[config.mk]
export PLATFORM = sky130hd
export DESIGN_NAME = json_string_unescape_utf8_core
export DESIGN_NICKNAME = d
export VERILOG_FILES = /design/src/hdl/jsu_pkg.sv /design/src/hdl/jsu_decode.sv /design/src/hdl/jsu_out_queue.sv /design/src/hdl/json_string_unescape_utf8_core.sv
export SDC_FILE = /design/constraint.sdc
export NUM_CORES = 1
export LEC_CHECK = 0
export ABC_AREA = 1
export BUFFER_PORTS_ARGS = -buffer_cell sky130_fd_sc_hd__buf_2
export CORE_UTILIZATION = 36
export DETAILED_ROUTE_END_ITERATION = 12
export GPL_TIMING_DRIVEN = 1
export MAX_ROUTING_LAYER = met4
export SLEW_MARGIN = 10
export SYNTH_ARGS = -nofsm -noshare
export SYNTH_HDL_FRONTEND = slang
export SYNTH_SLANG_ARGS = --single-unit
[constraint.sdc]
create_clock -name clk -period 5 [get_ports clk]
set_input_delay 0.5 -clock clk [delete_from_list [all_inputs] [get_ports clk]]
set_output_delay 0.5 -clock clk [all_outputs]
set_load 0.05 [all_outputs]
[src/hdl/jsu_pkg.sv]
// Shared types and constants for the JSON string unescaper.
// Result and result-group layouts, limit constants, hex digit decode.
// No dependencies.
package jsu_pkg;

  typedef struct packed {
    logic [7:0]  out_byte;
    logic        is_end;
    logic        truncated;
    logic [16:0] out_length;
    logic        last_of_run;
  } result_t;

  // up to four results caused by one input byte
  typedef struct packed {
    logic [2:0]        count;
    result_t [3:0]     item;
  } group_t;

  localparam logic [17:0] BUF_MAX   = 18'd131072;
  localparam logic [17:0] BUF_MIN   = 18'd5;
  localparam logic [17:0] BUF_SLACK = 18'd4;
  localparam logic [16:0] LIMIT_MAX = 17'd131068;

  function automatic logic [3:0] hex_value(input logic [7:0] h);
    logic [3:0] v;
    if (h >= 8'h30 && h <= 8'h39) begin
      v = 4'(h - 8'h30);
    end else if (h >= 8'h61 && h <= 8'h66) begin
      v = 4'(h - 8'h57);
    end else if (h >= 8'h41 && h <= 8'h46) begin
      v = 4'(h - 8'h37);
    end else begin
      v = 4'd0;
    end
    return v;
  endfunction

endpackage

[src/hdl/jsu_decode.sv]
// Escape decoder: scan state, hex accumulator, emitted count, UTF-8 encode.
// Turns one input byte into a group of up to four results.
// Depends on jsu_pkg.
module jsu_decode (
  input  logic                clk,
  input  logic                rst,
  input  logic [7:0]          in_byte,
  input  logic                fire,
  input  logic [16:0]         limit,
  output jsu_pkg::group_t     group
);

  localparam logic [2:0] MODE_NORMAL = 3'd0;
  localparam logic [2:0] MODE_ESC    = 3'd1;
  localparam logic [2:0] MODE_HEX0   = 3'd2;
  localparam logic [2:0] MODE_HEX3   = 3'd5;

  localparam logic [7:0] CH_NUL   = 8'h00;
  localparam logic [7:0] CH_QUOTE = 8'h22;
  localparam logic [7:0] CH_BSL   = 8'h5C;
  localparam logic [7:0] CH_N     = 8'h6E;
  localparam logic [7:0] CH_T     = 8'h74;
  localparam logic [7:0] CH_U     = 8'h75;
  localparam logic [7:0] CH_LF    = 8'h0A;
  localparam logic [7:0] CH_TAB   = 8'h09;

  logic [2:0]  scan_mode, scan_mode_next;
  logic [15:0] code_point, code_point_next;
  logic [16:0] emitted_count;

  logic        do_emit, use_lit, fin_forced, trunc_zero, check;
  logic [7:0]  lit_byte;
  logic [15:0] cp_enc, cp_shift;
  logic [1:0]  n;
  logic [7:0]  bytes [3];
  logic [17:0] count_sum;
  logic        reached, fin, trunc;
  logic [2:0]  total;

  assign cp_shift = {code_point[11:0], jsu_pkg::hex_value(in_byte)};

  always_comb begin
    scan_mode_next  = MODE_NORMAL;
    code_point_next = code_point;
    do_emit    = 1'b0;
    use_lit    = 1'b0;
    lit_byte   = in_byte;
    cp_enc     = code_point;
    fin_forced = 1'b0;
    trunc_zero = 1'b0;
    check      = 1'b0;
    unique case (scan_mode) inside
      MODE_ESC: begin
        if (in_byte == CH_NUL) begin
          do_emit    = 1'b1;
          use_lit    = 1'b1;
          lit_byte   = CH_BSL;
          fin_forced = 1'b1;
        end else if (in_byte == CH_U) begin
          scan_mode_next  = MODE_HEX0;
          code_point_next = 16'd0;
        end else begin
          do_emit = 1'b1;
          use_lit = 1'b1;
          check   = 1'b1;
          if (in_byte == CH_N) lit_byte = CH_LF;
          else if (in_byte == CH_T) lit_byte = CH_TAB;
        end
      end
      [MODE_HEX0:MODE_HEX3]: begin
        if (in_byte == CH_NUL) begin
          do_emit    = 1'b1;
          fin_forced = 1'b1;
        end else if (scan_mode == MODE_HEX3) begin
          do_emit         = 1'b1;
          cp_enc          = cp_shift;
          code_point_next = 16'd0;
          check           = 1'b1;
        end else begin
          scan_mode_next  = scan_mode + 3'd1;
          code_point_next = cp_shift;
        end
      end
      default: begin
        if (in_byte == CH_NUL || in_byte == CH_QUOTE) begin
          fin_forced = 1'b1;
          trunc_zero = 1'b1;
        end else if (in_byte == CH_BSL) begin
          scan_mode_next = MODE_ESC;
        end else begin
          do_emit = 1'b1;
          use_lit = 1'b1;
          check   = 1'b1;
        end
      end
    endcase
  end

  // byte sequence for the decoded character
  always_comb begin
    bytes[0] = 8'h00;
    bytes[1] = 8'h00;
    bytes[2] = 8'h00;
    n = 2'd0;
    if (do_emit) begin
      if (use_lit) begin
        n = 2'd1;
        bytes[0] = lit_byte;
      end else if (cp_enc < 16'h0080) begin
        n = 2'd1;
        bytes[0] = cp_enc[7:0];
      end else if (cp_enc < 16'h0800) begin
        n = 2'd2;
        bytes[0] = 8'hC0 | {3'b000, cp_enc[10:6]};
        bytes[1] = 8'h80 | {2'b00, cp_enc[5:0]};
      end else begin
        n = 2'd3;
        bytes[0] = 8'hE0 | {4'h0, cp_enc[15:12]};
        bytes[1] = 8'h80 | {2'b00, cp_enc[11:6]};
        bytes[2] = 8'h80 | {2'b00, cp_enc[5:0]};
      end
    end
  end

  assign count_sum = {1'b0, emitted_count} + {16'd0, n};
  assign reached   = count_sum >= {1'b0, limit};
  assign fin       = fin_forced || (check && reached);
  assign trunc     = fin_forced ? (!trunc_zero && reached) : 1'b1;
  assign total     = {1'b0, n} + {2'b00, fin};

  always_comb begin
    group.count = total;
    for (int i = 0; i < 4; i++) begin
      group.item[i] = '0;
      if (i < 3 && 2'(i) < n) begin
        group.item[i].out_byte = bytes[i < 3 ? i : 0];
      end else if (fin && 3'(i) == {1'b0, n}) begin
        group.item[i].is_end     = 1'b1;
        group.item[i].truncated  = trunc;
        group.item[i].out_length = count_sum[16:0];
      end
      group.item[i].last_of_run = (3'(i) + 3'd1 == total);
    end
  end

  always_ff @(posedge clk) begin
    if (rst) begin
      scan_mode     <= MODE_NORMAL;
      code_point    <= 16'd0;
      emitted_count <= 17'd0;
    end else if (fire) begin
      if (fin) begin
        scan_mode     <= MODE_NORMAL;
        code_point    <= 16'd0;
        emitted_count <= 17'd0;
      end else begin
        scan_mode     <= scan_mode_next;
        code_point    <= code_point_next;
        emitted_count <= count_sum[16:0];
      end
    end
  end

endmodule

[src/hdl/jsu_out_queue.sv]
// Result register: holds a group and hands out one per cycle with m_ready.
// Takes a new group on the cycle the last result of the old one is taken.
// Depends on jsu_pkg.
module jsu_out_queue (
  input  logic              clk,
  input  logic              rst,
  input  jsu_pkg::group_t   load_group,
  input  logic              load_req,
  output logic              load_ok,
  output logic              m_valid,
  input  logic              m_ready,
  output jsu_pkg::result_t  result
);

  jsu_pkg::group_t grp;
  logic [1:0] idx;
  logic       busy;
  logic [2:0] cnt_m1;
  logic       idx_last, take;

  assign cnt_m1   = grp.count - 3'd1;
  assign idx_last = (idx == cnt_m1[1:0]);
  assign take     = busy && m_ready;
  assign load_ok  = !busy || (take && idx_last);
  assign m_valid  = busy;
  assign result   = grp.item[idx];

  always_ff @(posedge clk) begin
    if (rst) begin
      busy <= 1'b0;
      idx  <= 2'd0;
    end else if (load_req) begin
      busy <= (load_group.count != 3'd0);
      idx  <= 2'd0;
    end else if (take) begin
      if (idx_last) busy <= 1'b0;
      else idx <= idx + 2'd1;
    end
  end

  always_ff @(posedge clk) begin
    if (load_req) grp <= load_group;
  end

endmodule

[src/hdl/json_string_unescape_utf8_core.sv]
// Top level of the JSON string unescaper with UTF-8 output.
// Holds the input register and the buffer limit register.
// Depends on jsu_pkg, jsu_decode, jsu_out_queue.
//
// Usage: raw string-body bytes enter on s_tvalid/s_tready/s_tdata, one
// byte per request. Decoded bytes and one end result per string leave on
// m_tvalid/m_tready. m_tuser marks the end result of a string, which
// carries the length and the truncated flag; m_tlast marks the final
// result caused by one input byte. An input byte gives zero to four results.
// A byte waits in the input register until the result register takes its group;
// its first result is then offered from the result register.
// Throughput: one byte per cycle while each byte gives at most one result and
// m_tready is high; a byte with more results holds the result register until
// all are taken; the single output register drains one result per cycle while ready.
// Bytes that give no result (backslash, u, leading hex digits) load an empty group.
// While the receiver stalls, one byte still enters the input register;
// then s_tready drops until the result register frees.
// Reset: scan state, count and queue clear; the limit register returns to
// a buffer of 131072 bytes. cfg_wr_en writes the buffer size at once.
module json_string_unescape_utf8_core (
  input  logic        clk,
  input  logic        rst,
  input  logic        s_tvalid,
  output logic        s_tready,
  input  logic [7:0]  s_tdata,     // [7:0] in_byte
  output logic        m_tvalid,
  input  logic        m_tready,
  output logic [31:0] m_tdata,     // [7:0] out_byte, [8] truncated, [25:9] out_length
  output logic        m_tlast,     // last_of_run
  output logic        m_tuser,     // is_end
  input  logic        cfg_wr_en,
  input  logic [17:0] cfg_wr_data
);

  logic        in_valid;
  logic [7:0]  in_byte;
  logic [16:0] limit;
  logic        load_ok, consume;
  jsu_pkg::group_t  group;
  jsu_pkg::result_t result;
  logic [17:0] limit_calc;

  assign consume  = in_valid && load_ok;
  assign s_tready = !in_valid || load_ok;

  // clamp to the largest buffer; too-small buffers end after one character
  always_comb begin
    if (cfg_wr_data > jsu_pkg::BUF_MAX) begin
      limit_calc = {1'b0, jsu_pkg::LIMIT_MAX};
    end else if (cfg_wr_data >= jsu_pkg::BUF_MIN) begin
      limit_calc = cfg_wr_data - jsu_pkg::BUF_SLACK;
    end else begin
      limit_calc = 18'd0;
    end
  end

  always_ff @(posedge clk) begin
    if (rst) begin
      limit <= jsu_pkg::LIMIT_MAX;
    end else if (cfg_wr_en) begin
      limit <= limit_calc[16:0];
    end
  end

  always_ff @(posedge clk) begin
    if (rst) begin
      in_valid <= 1'b0;
    end else if (s_tvalid && s_tready) begin
      in_valid <= 1'b1;
    end else if (consume) begin
      in_valid <= 1'b0;
    end
  end

  always_ff @(posedge clk) begin
    if (s_tvalid && s_tready) in_byte <= s_tdata;
  end

  jsu_decode u_decode (
    .clk     (clk),
    .rst     (rst),
    .in_byte (in_byte),
    .fire    (consume),
    .limit   (limit),
    .group   (group)
  );

  jsu_out_queue u_out_queue (
    .clk        (clk),
    .rst        (rst),
    .load_group (group),
    .load_req   (consume),
    .load_ok    (load_ok),
    .m_valid    (m_tvalid),
    .m_ready    (m_tready),
    .result     (result)
  );

  assign m_tdata = {6'd0, result.out_length, result.truncated, result.out_byte};
  assign m_tlast = result.last_of_run;
  assign m_tuser = result.is_end;

endmodule

* Word level (Yosys, flattened, before mapping)
Cells that the tools add are included.
Cells by class: add/subtract/negate cells 9, magnitude comparators 17, equal/unequal tests 18, multiplexer cells 63, bitwise gates (word level) 7, reductions and logical operators 40
Operator list (count):
- 16-bit 2-to-1 mux | 8
- 19-bit 2-to-1 mux | 4
- 8-bit 2-to-1 mux | 8
- 28-bit binary-select mux with 2-bit select | 1
- 17-bit 2-to-1 mux | 3
- 8-bit by 7-bit equality test with 1-bit output (second input constant) | 4
- 16-bit case mux with 2 select lines | 1
- 28-bit 2-to-1 mux | 1
- 1-bit 2-to-1 mux | 20
- 17-bit by 2-bit adder with 18-bit output | 1
- 18-bit by 17-bit >= comparator with 1-bit output | 1
- 18-bit by 3-bit >= comparator with 1-bit output (second input constant) | 1
- 18-bit > comparator (second input constant) | 1
- 17-bit by 3-bit subtractor with 17-bit output (second input constant) | 1
- 8-bit by 7-bit >= comparator with 1-bit output (second input constant) | 2
- 8-bit by 7-bit <= comparator with 1-bit output (second input constant) | 2
- 16-bit by 12-bit less-than comparator with 1-bit output (second input constant) | 1
- 16-bit by 8-bit less-than comparator with 1-bit output (second input constant) | 1
- 3-bit 2-to-1 mux | 5
- 1-bit logical AND | 14
- 14-bit 2-to-1 mux | 1
- 4-bit 2-to-1 mux | 3
- 2-bit OR reduction | 5
- 3-bit by 2-bit != test with 1-bit output (second input constant) | 3
- other kinds (36) | 62
Storage, ports and cells: flip-flop bits (word level) 171, input bits 31, output and inout bits 36, logic and storage cells 183

* Depth between registers and ports, before layout
word-level depth 20, gate-level depth with buffers 43

* Hierarchy
Synthesis repeated with hierarchy kept, for this count alone.
Second synthesis, totals: cells, all modules 1275, area total of the unflattened synthesis 10303.6 µm²
By module, submodules not included:
- jsu_out_queue | instances 1, cells each 308, area each 4394.2 µm², sequential area each 3483.3 µm²
- jsu_decode | instances 1, cells each 744, area each 4341.7 µm², sequential area each 720.7 µm²
- json_string_unescape_utf8_core | instances 1, cells each 223, area each 1567.8 µm², sequential area each 600.6 µm²

* Worst setup path after synthesis
Ideal clock, no wire load.
kind flip-flop to flip-flop, start reg in_byte[0], end reg u_out_queue.busy (netlist: u_out_queue.m_valid), library setup time 115 ps, data arrival time 5435 ps, data required time 4885 ps, path slack -551 ps, stages on the path, launching flop included 42, period minus slack after synthesis 5551 ps, cells stage by stage edfxtp_1 > inv_1 > ha_1 > nand2_2 > nor2_4 > nand2_4 > nand2_4 > buf_6 > nand2_1 > o21ai_1 > inv_1 > nand4_4 > inv_2 > nand3_1 > nand2_1 > inv_2 > ha_1 > fa_1 > (+6 left out) > xor2_1 > inv_1 > ha_1 > nand2_1 > inv_1 > nand3_1 > o31a_1 > nand2_1 > nand2_1 > nand2_1 > nand2_1 > nand2_4 > ha_1 > ha_1 > nor3_1 > nor2_1 > o21ai_0 > inv_1
RTL lines:
- start, declared | RTL line json_string_unescape_utf8_core.sv:36 | logic [7:0] in_byte;
- start signal, assigned | RTL line json_string_unescape_utf8_core.sv:76 | if (s_tvalid && s_tready) in_byte <= s_tdata;
- end signal, assigned | RTL line jsu_out_queue.sv:33 | busy <= (load_group.count != 3'd0);
- end, declared | RTL line jsu_out_queue.sv:17 | logic busy;

==> results.md <==
- Antenna diodes: 0
- Worst R2R Start: in_byte[0]
- Worst path slowest cell: edfxtp_1
- Ys async rst share: 0%
- Crit Path Category: reg -> reg
- Clk buf depth: 2
- Static Leak: 0.00463 uW
- Clock share of power: 39.0%
- DR iter-0 viols: 666
- Critical path required time: 5.20 ns
- DIE WIDTH: 162 microns
- Peak supply drop: 0.246 mV
- Reg power frac: 44.8%
- Max-Cap Viols: 0
- Critical path capture point type: flop
- Routed vias: 7776
- Critical path arrival: 5.28 ns
- Cell Rows: 58
- CTS sink cnt: 169
- Clock skew: 0.0143 ns
- Worst skew pair latency: 0.45 ns
- Worst Setup SP: in_byte[0]
- FF+latch count, synth: 169
- Nets: 1288
- All-Layer GR Usage: 18.4%
- Final hold viol count: 0
- I/O Buffers: 60
- Syn Inst Count: 1106
- Final count of negative-setup-slack endpoints: 4
- Routed WL per cell: 14.7 microns
- Synth top cells by count: 205 x nor2_1, 130 x inv_1, 117 x nand2_1, 112 x edfxtp_1, 107 x o21ai_0
- CTS Buf Count: 17
- Post-Syn Area: 9270 sq um
- Slowest stage delay, CP: 0.40 ns
- Failing checks: negative setup slack
- Ports: 67
- Root buffer cell: clkbuf_16
- Critical Path Sink: u_out_queue.grp[56]
- Cell variety after synth: 50
- Worst setup SP type: flop
- DRC: 0
- Hold Buf Count CTS: 0
- Flop-to-flop setup slack: -0.08 ns
- Main area contributors after synthesis: edfxtp_1 36%, dfxtp_1 12%, nor2_1 8.3%
- Pwr dens: 311 nW/um^2
- Combinational share of power: 16.2%
- Placement Setup Slack: -0.0643 ns
- Fmax: 197 MHz
- EDFF count, synth: 112
- Mean post-synth cell area: 8.38 sq um
- Pre-antenna DRT Iters: 6
- Area growth syn-to-layout: 23.8%
- Die area: 26400 sq um
- Commonest register cell after synthesis: edfxtp_1
- HP Class: in -> reg
- Starting density of the core: 36.8%
- Crit-path most repeated cell: ha_4
- Share of the synthesized area in the top cell type: 36.3%
- Via density: 4.95
- Outcome: complete, but fails checks
- Period utilization: 102%
- Final ANT Viol Nets: 0
- Routed WL: 23100 microns
- Initial antenna violation count: 0
- Worst-path clk slew: 0.08 ns
- Detailed Place HPWL: 15800 microns
- Yosys warnings: 0
- Core box area: 25200 sq um
- Critical Path Fanout Max: 7
- R2R cell count: 37
- Rel. slew slack: 35.7%
- Unrepaired setup endpoints after global routing: yes
- First-pass GRT wire length: 36900 microns
- Seq/Total Area, Yosys: 48.6%
- Post-route worst setup slack: -0.0758 ns
- Most frequent cell after synthesis: nor2_1
- Layout cells sized above 1: 22.2%
- Worst slew pin tran: 0.964 ns
- Net Sw Power: 1120 uW
- Period minus WS final: 5.08 ns
- H-Tree Depth: 4
- Switching Fraction: 31.3%
- Pint: 2450 uW
- Die Y: 162 microns
- Final Slew Violations: 0
- Reg2reg end: u_out_queue.grp[56]
- Gr ovfl total: 0
- Post-layout power: 3560 uW
- CTS tree: yes
- Synth area leader: edfxtp_1
- Vias in the first global route: 7205
- Largest net degree at the start of global routing: 139
- Routability congestion estimate: 0.892
-- power groups by stage --
| stage | sequential, uW | clock, uW | combinational [uW] |
|---|---|---|---|
| floorplan | 1630 | 0 | 380 |
| global placement | 1630 | 0 | 556 |
| detailed placement | 1630 | 0 | 557 |
| CTS | 1600 | 1420 | 560 |
| global route | 1600 | 1480 | 631 |
| finish | 1600 | 1390 | 577 |
-- worst max-delay path, delay by kind of cell, from the launching register on --
kind,cells,cell delay (ns)
xor+xnor,1,0.21
buf+inv,9,0.89
simple gates,19,1.91
fa+ha+maj,5,1.04
flops,1,0.40
compound gates,3,0.37
-- metrics by stage --
step	area [sq um]	hold slack [ns]	setup TNS (ns)	util (%)	instances
after floorplan	9410	0.439	-0.137	-	1112
after global placement	10500	0.459	0	41.6	1520
after detailed placement	10500	0.466	-0.515	41.6	1520
after CTS	11200	0.212	0	44.3	1552
after global routing	11500	0.218	-25.34	45.6	1571
final	11500	0.226	-0.220	45.6	1571
-- metal layers --
metal | global-route usage (%) | up-vias | share of wire (%)
met4 | 5.92 | 0 | 1.1
met5 | - | - | 0
met3 | 2.19 | 20 | 3.9
met2 | 28.9 | 153 | 47
li1 | - | 3954 | -
met1 | 24.6 | 3649 | 48
-- sequential cells by signal, summed over array words and instances, names as in the netlist --
| name | count |
|---|---|
| u_out_queue.grp | 104 |
| u_decode.emitted_count | 17 |
| u_decode.code_point | 16 |
| in_byte | 8 |
| u_out_queue.m_valid | 1 |
| in_valid | 1 |
| u_decode.scan_mode | 3 |
| limit | 17 |
| u_out_queue.idx | 2 |
-- kinds of logic (layout without fill, tap and decap cells) --
family / Yosys count / after routing / synth area share [%]
AO/OA/AOI/OAI: 233 / 233 / 14.0
other: 1 / 7 / 0.0405
AND/OR/NAND/NOR: 463 / 464 / 23.0
flip-flops: 169 / 169 / 48.6
adder cells (fa/ha/maj): 29 / 29 / 4.00
XOR/XNOR: 19 / 19 / 1.80
buffers and inverters: 192 / 320 / 8.56
-- cells in the final DEF, fill, tap and decap left out, types with 13 or more instances in the layout --
master / netlist / final
buf_2: 8 / 60
o22ai_1: 30 / 30
a21oi_1: 62 / 61
ha_1: 28 / 21
nor2_1: 205 / 199
buf_4: 7 / 72
clkbuf_16: 0 / 17
dfxtp_1: 57 / 57
nor2_4: 14 / 17
inv_1: 130 / 125
nand2_2: 6 / 13
nand2_1: 117 / 108
nand3_1: 77 / 72
o21ai_0: 107 / 106
edfxtp_1: 112 / 112
-- area by class of cell --
type	instances	area (sq um)
Multi-Input combinational cell	752	4290
Sequential cell	169	4500
Clock buffer	17	425
Timing Repair Buffer	147	1080
Inverter	141	539
Fill cell	2442	13700
Clock inverter	15	223
Tap cell	330	413
-- how the worst min path moves through the flow --
stage	from	cells after the start	to
floorplan	limit[14]	2	limit[14]
global placement	limit[3]	2	limit[3]
detailed placement	limit[7]	2	limit[7]
CTS	s_tdata[3]	1	in_byte[3]
global route	s_tdata[3]	1	in_byte[3]
finish	s_tdata[5]	1	in_byte[5]
-- timing repair --
action,4_1_cts,5_1_grt
pin swaps,1,32
endpoints found under the setup margin,49,96
setup buffers,0,18
gates resized for setup,3,38
gates cloned,0,1
Note: power is estimated with default switching activity, not from simulation.
